<file path="config.mk">
export PLATFORM = sky130hd
export DESIGN_NAME = state_record_crc_verifier
export DESIGN_NICKNAME = d
export VERILOG_FILES = /design/src/design/srcv_pkg.sv /design/src/design/state_record_crc_verifier.sv
export SDC_FILE = /design/constraint.sdc
export NUM_CORES = 1
export LEC_CHECK = 0
export ABC_AREA = 0
export BUFFER_PORTS_ARGS = -buffer_cell sky130_fd_sc_hd__clkbuf_2
export CORE_ASPECT_RATIO = 2
export CORE_MARGIN = 5
export CORE_UTILIZATION = 55
export DETAILED_ROUTE_END_ITERATION = 7
export PLACE_DENSITY = 0.81
export SLEW_MARGIN = 10
export SYNTH_ARGS = -nofsm -noshare
export SYNTH_HDL_FRONTEND = slang
export SYNTH_SLANG_ARGS = --single-unit
</file>
<file path="constraint.sdc">
create_clock -name clk -period 5.7 [get_ports clk]
set_input_delay 0.57 -clock clk [delete_from_list [all_inputs] [get_ports clk]]
set_output_delay 0.57 -clock clk [all_outputs]
set_load 0.02 [all_outputs]
</file>
<file path="src/design/srcv_pkg.sv">
// ----------------------------------------------------------------------------
// srcv_pkg - shared types and helpers for the state record CRC verifier
// Status codes, header layout constants and the bytewise CRC-32 update.
// ----------------------------------------------------------------------------
package srcv_pkg;

  localparam int unsigned CntWidth = 17;
  localparam int unsigned LenWidth = 16;

  localparam logic [CntWidth-1:0] HdrBytes    = 17'd16;
  localparam logic [CntWidth-1:0] HdrCrcBytes = 17'd12;
  localparam logic [CntWidth-1:0] CntMax      = 17'h1FFFF;

  localparam logic [31:0] CrcPoly = 32'hEDB88320;
  localparam logic [31:0] CrcInit = 32'hFFFFFFFF;

  typedef enum logic [2:0] {
    ST_OK        = 3'd0,
    ST_SHORT     = 3'd1,
    ST_HDR_CRC   = 3'd2,
    ST_MAGIC     = 3'd3,
    ST_LENGTH    = 3'd4,
    ST_DATA_CRC  = 3'd5
  } status_t;

  // Header field selected by byte position bits [3:2]
  typedef enum logic [1:0] {
    FLD_MAGIC    = 2'd0,
    FLD_LENGTH   = 2'd1,
    FLD_DATA_CRC = 2'd2,
    FLD_HDR_CRC  = 2'd3
  } hdr_field_t;

  // Reflected CRC-32, one byte per call
  function automatic logic [31:0] crc_byte(input logic [31:0] crc_in,
                                           input logic [7:0]  b);
    logic [31:0] c;
    c = crc_in ^ {24'd0, b};
    for (int k = 0; k < 8; k++) begin
      if (c[0]) begin
        c = (c >> 1) ^ CrcPoly;
      end else begin
        c = c >> 1;
      end
    end
    return c;
  endfunction

endpackage

</file>
<file path="src/design/state_record_crc_verifier.sv">
// ----------------------------------------------------------------------------
// state_record_crc_verifier - streaming check of a CRC-framed stored record
// Parses the 16-byte header, runs CRC-32 over header and data, reports status.
// ----------------------------------------------------------------------------
// Usage:
//   Record bytes enter on data_byte/last_byte with data_valid/data_stall, one
//   item per cycle unless stalled. The item carrying last_byte = 1 produces
//   one result item (status, used_length) on result_valid/result_stall;
//   other items produce none. used_length is zero unless status is ok.
//   The result is registered and shows in the cycle after the final byte is
//   accepted. Throughput: one byte per cycle while data_stall is low, set by
//   the single bytewise CRC update plus the final compares between the record
//   state registers and the result register.
//   Stall: a waiting result holds its value. Non-final bytes keep flowing
//   while the result waits; a final byte is held off (data_stall high) only
//   while the result register is full and stalled.
//   magic_wr_en/magic_wr_data write the expected magic (zero skips the magic
//   check); write it only while no record is in flight.
//   Reset: synchronous rst clears the record state, the result valid flag
//   and the expected magic. After each final byte the record state clears so
//   the next record can start in the following cycle.
// ----------------------------------------------------------------------------
module state_record_crc_verifier
  import srcv_pkg::*;
(
  input  logic        clk,
  input  logic        rst,
  input  logic        magic_wr_en,
  input  logic [31:0] magic_wr_data,
  input  logic        data_valid,
  output logic        data_stall,
  input  logic [7:0]  data_byte,
  input  logic        last_byte,
  output logic        result_valid,
  input  logic        result_stall,
  output logic [2:0]  status,
  output logic [16:0] used_length
);

  logic [31:0]         expected_magic;
  logic [CntWidth-1:0] byte_counter, byte_counter_next;
  logic [31:0]         magic_word, magic_word_next;
  logic [LenWidth-1:0] length_word, length_word_next;
  logic [31:0]         stored_data_crc, stored_data_crc_next;
  logic [31:0]         stored_header_crc, stored_header_crc_next;
  logic [31:0]         computed_header_crc, computed_header_crc_next;
  logic [31:0]         running_crc, running_crc_next;

  logic                accept;
  logic [31:0]         crc_upd;
  logic [CntWidth-1:0] data_end;
  logic [31:0]         lane_val;
  status_t             status_next;
  logic [16:0]         used_next;

  assign data_stall = result_valid & result_stall & last_byte;
  assign accept     = data_valid & ~data_stall;

  assign crc_upd  = crc_byte(running_crc, data_byte);
  assign data_end = HdrBytes + {1'b0, length_word};
  assign lane_val = {24'd0, data_byte} << {byte_counter[1:0], 3'b000};

  always_comb begin
    magic_word_next          = magic_word;
    length_word_next         = length_word;
    stored_data_crc_next     = stored_data_crc;
    stored_header_crc_next   = stored_header_crc;
    computed_header_crc_next = computed_header_crc;
    running_crc_next         = running_crc;

    // header field capture, little-endian
    if (byte_counter < HdrBytes) begin
      case (hdr_field_t'(byte_counter[3:2]))
        FLD_MAGIC:    magic_word_next = magic_word | lane_val;
        FLD_LENGTH: begin
          // bytes 4..5 are reserved
          if (byte_counter[1]) begin
            length_word_next = length_word |
                               (LenWidth'({8'd0, data_byte}) << {byte_counter[0], 3'b000});
          end
        end
        FLD_DATA_CRC: stored_data_crc_next = stored_data_crc | lane_val;
        FLD_HDR_CRC:  stored_header_crc_next = stored_header_crc | lane_val;
        default: ;
      endcase
    end

    if (byte_counter < HdrCrcBytes) begin
      if (byte_counter == HdrCrcBytes - 17'd1) begin
        computed_header_crc_next = ~crc_upd;
        running_crc_next         = CrcInit;
      end else begin
        running_crc_next = crc_upd;
      end
    end else if (byte_counter >= HdrBytes && byte_counter < data_end) begin
      running_crc_next = crc_upd;
    end

    byte_counter_next = (byte_counter == CntMax) ? byte_counter
                                                 : byte_counter + 17'd1;
  end

  // checks in status code order, on the state including the final byte
  always_comb begin
    used_next = 17'd0;
    if (byte_counter_next < HdrBytes) begin
      status_next = ST_SHORT;
    end else if (computed_header_crc_next != stored_header_crc_next) begin
      status_next = ST_HDR_CRC;
    end else if (expected_magic != 32'd0 && expected_magic != magic_word_next) begin
      status_next = ST_MAGIC;
    end else if ((HdrBytes + {1'b0, length_word_next}) > byte_counter_next) begin
      status_next = ST_LENGTH;
    end else if (~running_crc_next != stored_data_crc_next) begin
      status_next = ST_DATA_CRC;
    end else begin
      status_next = ST_OK;
      used_next   = HdrBytes + {1'b0, length_word_next};
    end
  end

  always_ff @(posedge clk) begin
    if (rst) begin
      expected_magic <= 32'd0;
    end else if (magic_wr_en) begin
      expected_magic <= magic_wr_data;
    end
  end

  always_ff @(posedge clk) begin
    if (rst || (accept && last_byte)) begin
      byte_counter        <= '0;
      magic_word          <= 32'd0;
      length_word         <= '0;
      stored_data_crc     <= 32'd0;
      stored_header_crc   <= 32'd0;
      computed_header_crc <= 32'd0;
      running_crc         <= CrcInit;
    end else if (accept) begin
      byte_counter        <= byte_counter_next;
      magic_word          <= magic_word_next;
      length_word         <= length_word_next;
      stored_data_crc     <= stored_data_crc_next;
      stored_header_crc   <= stored_header_crc_next;
      computed_header_crc <= computed_header_crc_next;
      running_crc         <= running_crc_next;
    end
  end

  always_ff @(posedge clk) begin
    if (rst) begin
      result_valid <= 1'b0;
    end else if (accept && last_byte) begin
      result_valid <= 1'b1;
    end else if (!result_stall) begin
      result_valid <= 1'b0;
    end
  end

  always_ff @(posedge clk) begin
    if (accept && last_byte) begin
      status      <= status_next;
      used_length <= used_next;
    end
  end

endmodule

</file>
* Word level (Yosys, flattened, before mapping)
Cells that the tools add are included.
Operators by class: add/sub/neg operators 3, $mul 0, div/mod/pow operators 0, order comparisons 6, equality and inequality tests 9, shift operators 2, multiplexer cells 29, bitwise gates (word level) 19, reduce and logical (&&, ||, !) cells 8
Operators by type and width (count):
- 2-to-1 mux 32 bit | 19
- NOT 13 -> 14 bit | 8
- != test 32 bit | 3
- OR 32 bit | 3
- NOT 32 bit | 2
- 2-to-1 mux 16 bit | 3
- adder 5 x 16 -> 17 bit, first input constant | 2
- < comparator 17 x 5 -> 1 bit, second input constant | 2
- nonzero test 32 bit | 1
- left shift 8 x 5 -> 32 bit | 1
- XOR 32 x 8 -> 32 bit | 1
- adder 17 x 1 -> 17 bit, second input constant | 1
- == test 17 bit, second input constant | 1
- == test 17 x 4 -> 1 bit, second input constant | 1
- greater-or-equal comparator 17 x 5 -> 1 bit, second input constant | 1
- greater-than comparator 17 bit | 1
- < comparator 17 bit | 1
- < comparator 17 x 4 -> 1 bit, second input constant | 1
- 2-to-1 mux 17 bit | 1
- OR 16 bit | 1
- left shift 8 x 4 -> 16 bit | 1
- 2-to-1 mux 3 bit | 2
- OR reduction 5 bit | 1
- == test 2 bit, second input constant | 2
- 10 further kinds | 16
Storage, ports and cells: register bits after elaboration 246, bits in latches 0, RAM bits 0, ROM bits 0, input port bits 46, output and inout bits 22, word-level logic and storage cells 88, memories kept 0

* Longest topological paths before layout
depth in word-level cells 25, depth in mapped cells 23, gate-level depth less buffers 19

* Least setup slack after synthesis
Ideal clock, no wire load.
path kind register -> register, start point register byte_counter[7], end point register status[2] (data pin), setup time 0.289 ns, arrival 4.558 ns, data required time 5.411 ns, setup slack 0.853 ns, stages on the path, launching flop included 22, buffers on the path 3, period minus slack after synthesis 4.847 ns, cell sequence dfxtp_1 -> or4_1 -> buf_2 -> nor4_2 -> and3_1 -> clkbuf_1 -> a21oi_1 -> inv_1 -> ha_1 -> nor2b_1 -> nand3b_1 -> or3_1 -> xor2_1 -> ha_1 -> a21o_1 -> a21o_1 -> a21oi_1 -> nand3_1 -> o21ai_0 -> and3_1 -> buf_2 -> nor3_1
On the way: elaborated cells on any way between the ends 29, those cells by class 2 x add/sub; 6 x order compare; 5 x eq/ne; 12 x mux; 1 x bitwise; 3 x reduce/logical
RTL lines:
- start, declared | RTL line state_record_crc_verifier.sv:41 | logic [CntWidth-1:0] byte_counter, byte_counter_next;
- start signal, assigned | RTL line state_record_crc_verifier.sv:140 | byte_counter <= byte_counter_next;
- < comparator 17 x 5 -> 1 bit | RTL line state_record_crc_verifier.sv:72 | if (byte_counter < HdrBytes) begin
- 2-to-1 mux 16 bit | RTL line state_record_crc_verifier.sv:72
- via length_word_next[4] | RTL line state_record_crc_verifier.sv:43 | logic [LenWidth-1:0] length_word, length_word_next;
- adder 5 x 16 -> 17 bit | RTL line state_record_crc_verifier.sv:112 | end else if ((HdrBytes + {1'b0, length_word_next}) > byte_counter_next) begin
- greater-than comparator 17 bit | RTL line state_record_crc_verifier.sv:112
- 2-to-1 mux 3 bit | RTL line state_record_crc_verifier.sv:112
- end signal, assigned | RTL line state_record_crc_verifier.sv:162 | status <= status_next;
- end, declared | RTL line state_record_crc_verifier.sv:36 | output logic [2:0] status,
The timed path passes the listed nets, and every way through them passes these cells. A chain may end at the register's enable or synchronous reset.

* Worst setup path after layout
start point register length_word[5], end point register status[0] (data pin)
On the way: word-level cells in the longest chain between the ends 11, elaborated cells on any way between the ends 17, those cells by class 2 x add/sub; 2 x order compare; 1 x eq/ne; 9 x mux; 2 x bitwise; 1 x reduce/logical
RTL lines:
- start, declared | RTL line state_record_crc_verifier.sv:43
- start signal, assigned | RTL line state_record_crc_verifier.sv:142 | length_word <= length_word_next;
- adder 5 x 16 -> 17 bit | RTL line state_record_crc_verifier.sv:60 | assign data_end = HdrBytes + {1'b0, length_word};
- < comparator 17 bit | RTL line state_record_crc_verifier.sv:95 | end else if (byte_counter >= HdrBytes && byte_counter < data_end) begin
- logical AND 1 bit | RTL line state_record_crc_verifier.sv:95
- 2-to-1 mux 32 bit | RTL line state_record_crc_verifier.sv:95
- 2-to-1 mux 32 bit | RTL line state_record_crc_verifier.sv:88 | if (byte_counter < HdrCrcBytes) begin
- NOT 32 bit | RTL line state_record_crc_verifier.sv:114 | end else if (~running_crc_next != stored_data_crc_next) begin
- != test 32 bit | RTL line state_record_crc_verifier.sv:114
- 2-to-1 mux 3 bit | RTL line state_record_crc_verifier.sv:114
- 2-to-1 mux 3 bit (*) | RTL line state_record_crc_verifier.sv:112
- 2-to-1 mux 2 bit (*) | RTL line state_record_crc_verifier.sv:110 | end else if (expected_magic != 32'd0 && expected_magic != magic_word_next) begin
- 2-to-1 mux 2 bit (*) | RTL line state_record_crc_verifier.sv:108 | end else if (computed_header_crc_next != stored_header_crc_next) begin
Mark *: on every way between the ends. The rest lies on a longest branch, timed or not.

==> results.sh <==
export IMPL_place_area_sq_mm=0.01476
export IMPL_grt_antenna_before_repair=0
export IMPL_clock_skew_final_ps=22.50
export IMPL_mostFrequentLayoutCells="230 x nor2_1, 226 x dfxtp_1, 167 x a21oi_1"
export IMPL_worst_pin_slew_ps=1120
export IMPL_drive_gt1_share_pct=11.97
export IMPL_wl_per_cell_microns=24.39
export IMPL_hold_class="in -> reg"
export IMPL_routed_via_density=6.635
export IMPL_critical_path_depth=16
export IMPL_hold_path_depth=3
export IMPL_area_delta_synth_final_pct=10.62
export IMPL_synth_distinct_cells=77
export IMPL_final_cell_area_sq_mm=0.01551
export IMPL_fmax_ghz=0.1844
export IMPL_vias=13430
export IMPL_firstDrtPassIters=6
export IMPL_rows=82
export IMPL_cts_max_path_buffers=3
export IMPL_fin_nets=1755
export IMPL_htreeDepth=1
export IMPL_cp_max_fo=20
export IMPL_rsz0062_at_grt="false"
export IMPL_met3_usage_pct=6.761
export IMPL_num_antenna_cells=0
export IMPL_start_kind="flip-flop"
export IMPL_arrival_ps=5710
export IMPL_critical_path_class="reg -> reg"
export IMPL_post_route_drc_count=0
export IMPL_maxCapViolCount=0
export IMPL_ant_nets=0
export IMPL_cts_hold_buffers=0
export IMPL_num_fill_cells=2132
export IMPL_cts_tree="done"
export IMPL_die_h_microns=235.8
export IMPL_netlist_area_leader_share_pct=32.27
export IMPL_finalHoldViolCount=0
export IMPL_fin_crit_sh_pct=95.12
export IMPL_fp_dieArea_sq_mm=0.02898
export IMPL_grt_max_degree=82
export IMPL_cp_end_kind="flip-flop"
export IMPL_yosysSeqAreaShare_pct=36.56
export IMPL_path_cells="ha_1 > nand3_1 > nor2_1 > and3_1 > xnor2_1 > ha_1 > a21oi_1 > o21ai_0 > a211oi_1 > o21a_1 > o32ai_1 > xor2_1 > nand3b_1 > nor4_1 > a311oi_1 > a211o_1"
export IMPL_netlist_instances=1649
export IMPL_critPathTopFamily="compound AO/OA/AOI/OAI gates"
export IMPL_place_congestion=1.043
export IMPL_dp_hpwl_microns=35770
export IMPL_run_status="complete, no violations"
export IMPL_critPathBufInv=0
export IMPL_grt_pass1_wl_microns=75080
export IMPL_period_minus_slack_ps=5422
export IMPL_ys_top_cells_by_area="dfxtp_1 32%, xor2_1 6.4%, nor2_1 6.3%"
export IMPL_drtIter0Drc=1505
export IMPL_gr_total_overflow=0
export IMPL_synth_edff_count=20
export IMPL_reg2reg_depth=16
export IMPL_grtUsageMet2_pct=56.35
export IMPL_core_area_sq_mm=0.02514
export IMPL_met1_usage_pct=33.01
export IMPL_yosys_register_bits=246
export IMPL_grt_pass1_vias=13432
export IMPL_cpMostUsedCell="ha_1"
export IMPL_grt_total_usage_pct=33.69
export IMPL_drt_total_wl_microns=49360
export IMPL_p_leak_uw=0.005887
export IMPL_cts_buffers_inserted=22
export IMPL_io_pins=68
export IMPL_layout_commonest_cell="nor2_1"
export IMPL_cp_required_ps=5990
export IMPL_syn_area_per_cell_sq_um=8.502
export IMPL_setup_viol=0
export IMPL_crit_path_max_incr_delay_ps=800
export IMPL_clkTransAtPathRegs_ps=70
export IMPL_fp_dieW_microns=122.9
export IMPL_yosys_area_top_type="dfxtp_1"
export IMPL_syn_area_sq_mm=0.01402
export IMPL_cpMaxStageDelayCell="o21a_1"
export IMPL_cts_num_sinks=246
export IMPL_max_slew_margin_pct=25.16
export IMPL_async_flop_share_pct=0
export IMPL_port_buffers=67
export IMPL_maxSlewViolCount=0
export IMPL_ys_warn_count=0
export IMPL_start_util_pct=55.77
export IMPL_clkLatencyLatePin_ps=540
export IMPL_peakVddDrop_uv=245.4
export IMPL_power_density_mw_per_mm2=396.1
export IMPL_cts_root_buffer="clkbuf_16"
export IMPL_globalRoute_busiestLayer="met2"
export IMPL_synth_ff_type="dfxtp_1"
export IMPL_setup_tns_ps=0
export IMPL_synthesis_nets=1731
[final timing paths]
kind | from | endpoint | slack, ps
min | magic_wr_data[10] | expected_magic[10] | 270
min reg2reg | stored_header_crc[19] | stored_header_crc[19] | 470
max reg2reg | length_word[5] | status[0] | 280
max | length_word[5] | status[0] | 280
[worst register-to-register path, cell delays in order (launching register included)]
cell and delay [ps]:
dfxtp_1 420, ha_1 220, nand3_1 120, nor2_1 200, and3_1 210, xnor2_1 130, ha_1 270, a21oi_1 190
o21ai_0 110, a211oi_1 490, o21a_1 800, o32ai_1 190, xor2_1 690, nand3b_1 140, nor4_1 500, a311oi_1 190
a211o_1 290
[stage by stage]
| stage | setup slack [ps] | total power [uW] | instances | hold slack, ps | util (%) |
|---|---|---|---|---|---|
| after floorplan | 853.4 | 3740 | 1649 | 432.5 | - |
| after global placement | 523.4 | 4425 | 1985 | 445.0 | 58.70 |
| after detailed placement | 408.7 | 4449 | 1985 | 456.1 | 58.70 |
| after CTS | 356.6 | 6023 | 2024 | 270.0 | 61.69 |
| after global routing | 72.60 | 6350 | 2024 | 294.7 | 61.70 |
| final | 278.0 | 6143 | 2024 | 269.2 | 61.70 |
[registers in the layout (all words and copies together), names as in the netlist]
signal and cells:
length_word 16, status 3, computed_header_crc 32, magic_word 32, expected_magic 32, stored_data_crc 32, stored_header_crc 32, running_crc 32
used_length 17, byte_counter 17, result_valid 1
[repair_timing]
action,4_1_cts,5_1_grt
gates resized for setup,0,1
setup buffers,0,0
setup endpoints to repair,0,11
[synthesized netlist by cell type (26+ instances only)]
library cell and n:
nor3_1 33, nor2_1 234, nand3_1 29, a31oi_1 45
and2_1 28, xor2_1 102, mux2i_1 35, xnor2_1 71
o32ai_1 26, o22ai_1 34, a211oi_1 42, and3_1 40
clkbuf_1 93, nand2_1 66, nand4_1 30, o21ai_0 62
dfxtp_1 226, ha_1 36, a21oi_1 167
[where the power goes]
group | leakage, uW | internal [uW] | switching (uW)
combinational | 0.00351 | 977 | 1630
sequential | 0.00202 | 1840 | 117
clock | 0.000358 | 878 | 697
[cell type report]
| type | count | area (sq um) | area share (%) |
|---|---|---|---|
| clock buffer | 32 | 680.7 | 4.389 |
| clock inverter | 7 | 71.32 | 0.4599 |
| inverter | 14 | 52.55 | 0.3388 |
| timing repair buffer | 123 | 768.2 | 4.954 |
| multi-input combinational | 1266 | 8391 | 54.10 |
| sequential | 246 | 5125 | 33.05 |
| tap | 336 | 420.4 | 2.711 |
[layer usage]
layer | share of wire, % | vias to the layer above
li1 | - | 6017
met1 | 31 | 6273
met2 | 49 | 801
met3 | 7.4 | 339
met4 | 12 | 0
met5 | 0 | -
[logic make-up (layout without fill, tap and decap cells)]
family | count (synthesis) | count (layout) | synth area share, %
simple gates | 538 | 538 | 18.74
xor+xnor | 196 | 196 | 14.40
mux | 36 | 36 | 2.579
compound gates | 460 | 460 | 20.61
fa+ha+maj | 36 | 36 | 3.213
flops | 246 | 246 | 36.56
buf+inv | 137 | 176 | 3.909
(Power assumes the default switching activity.)
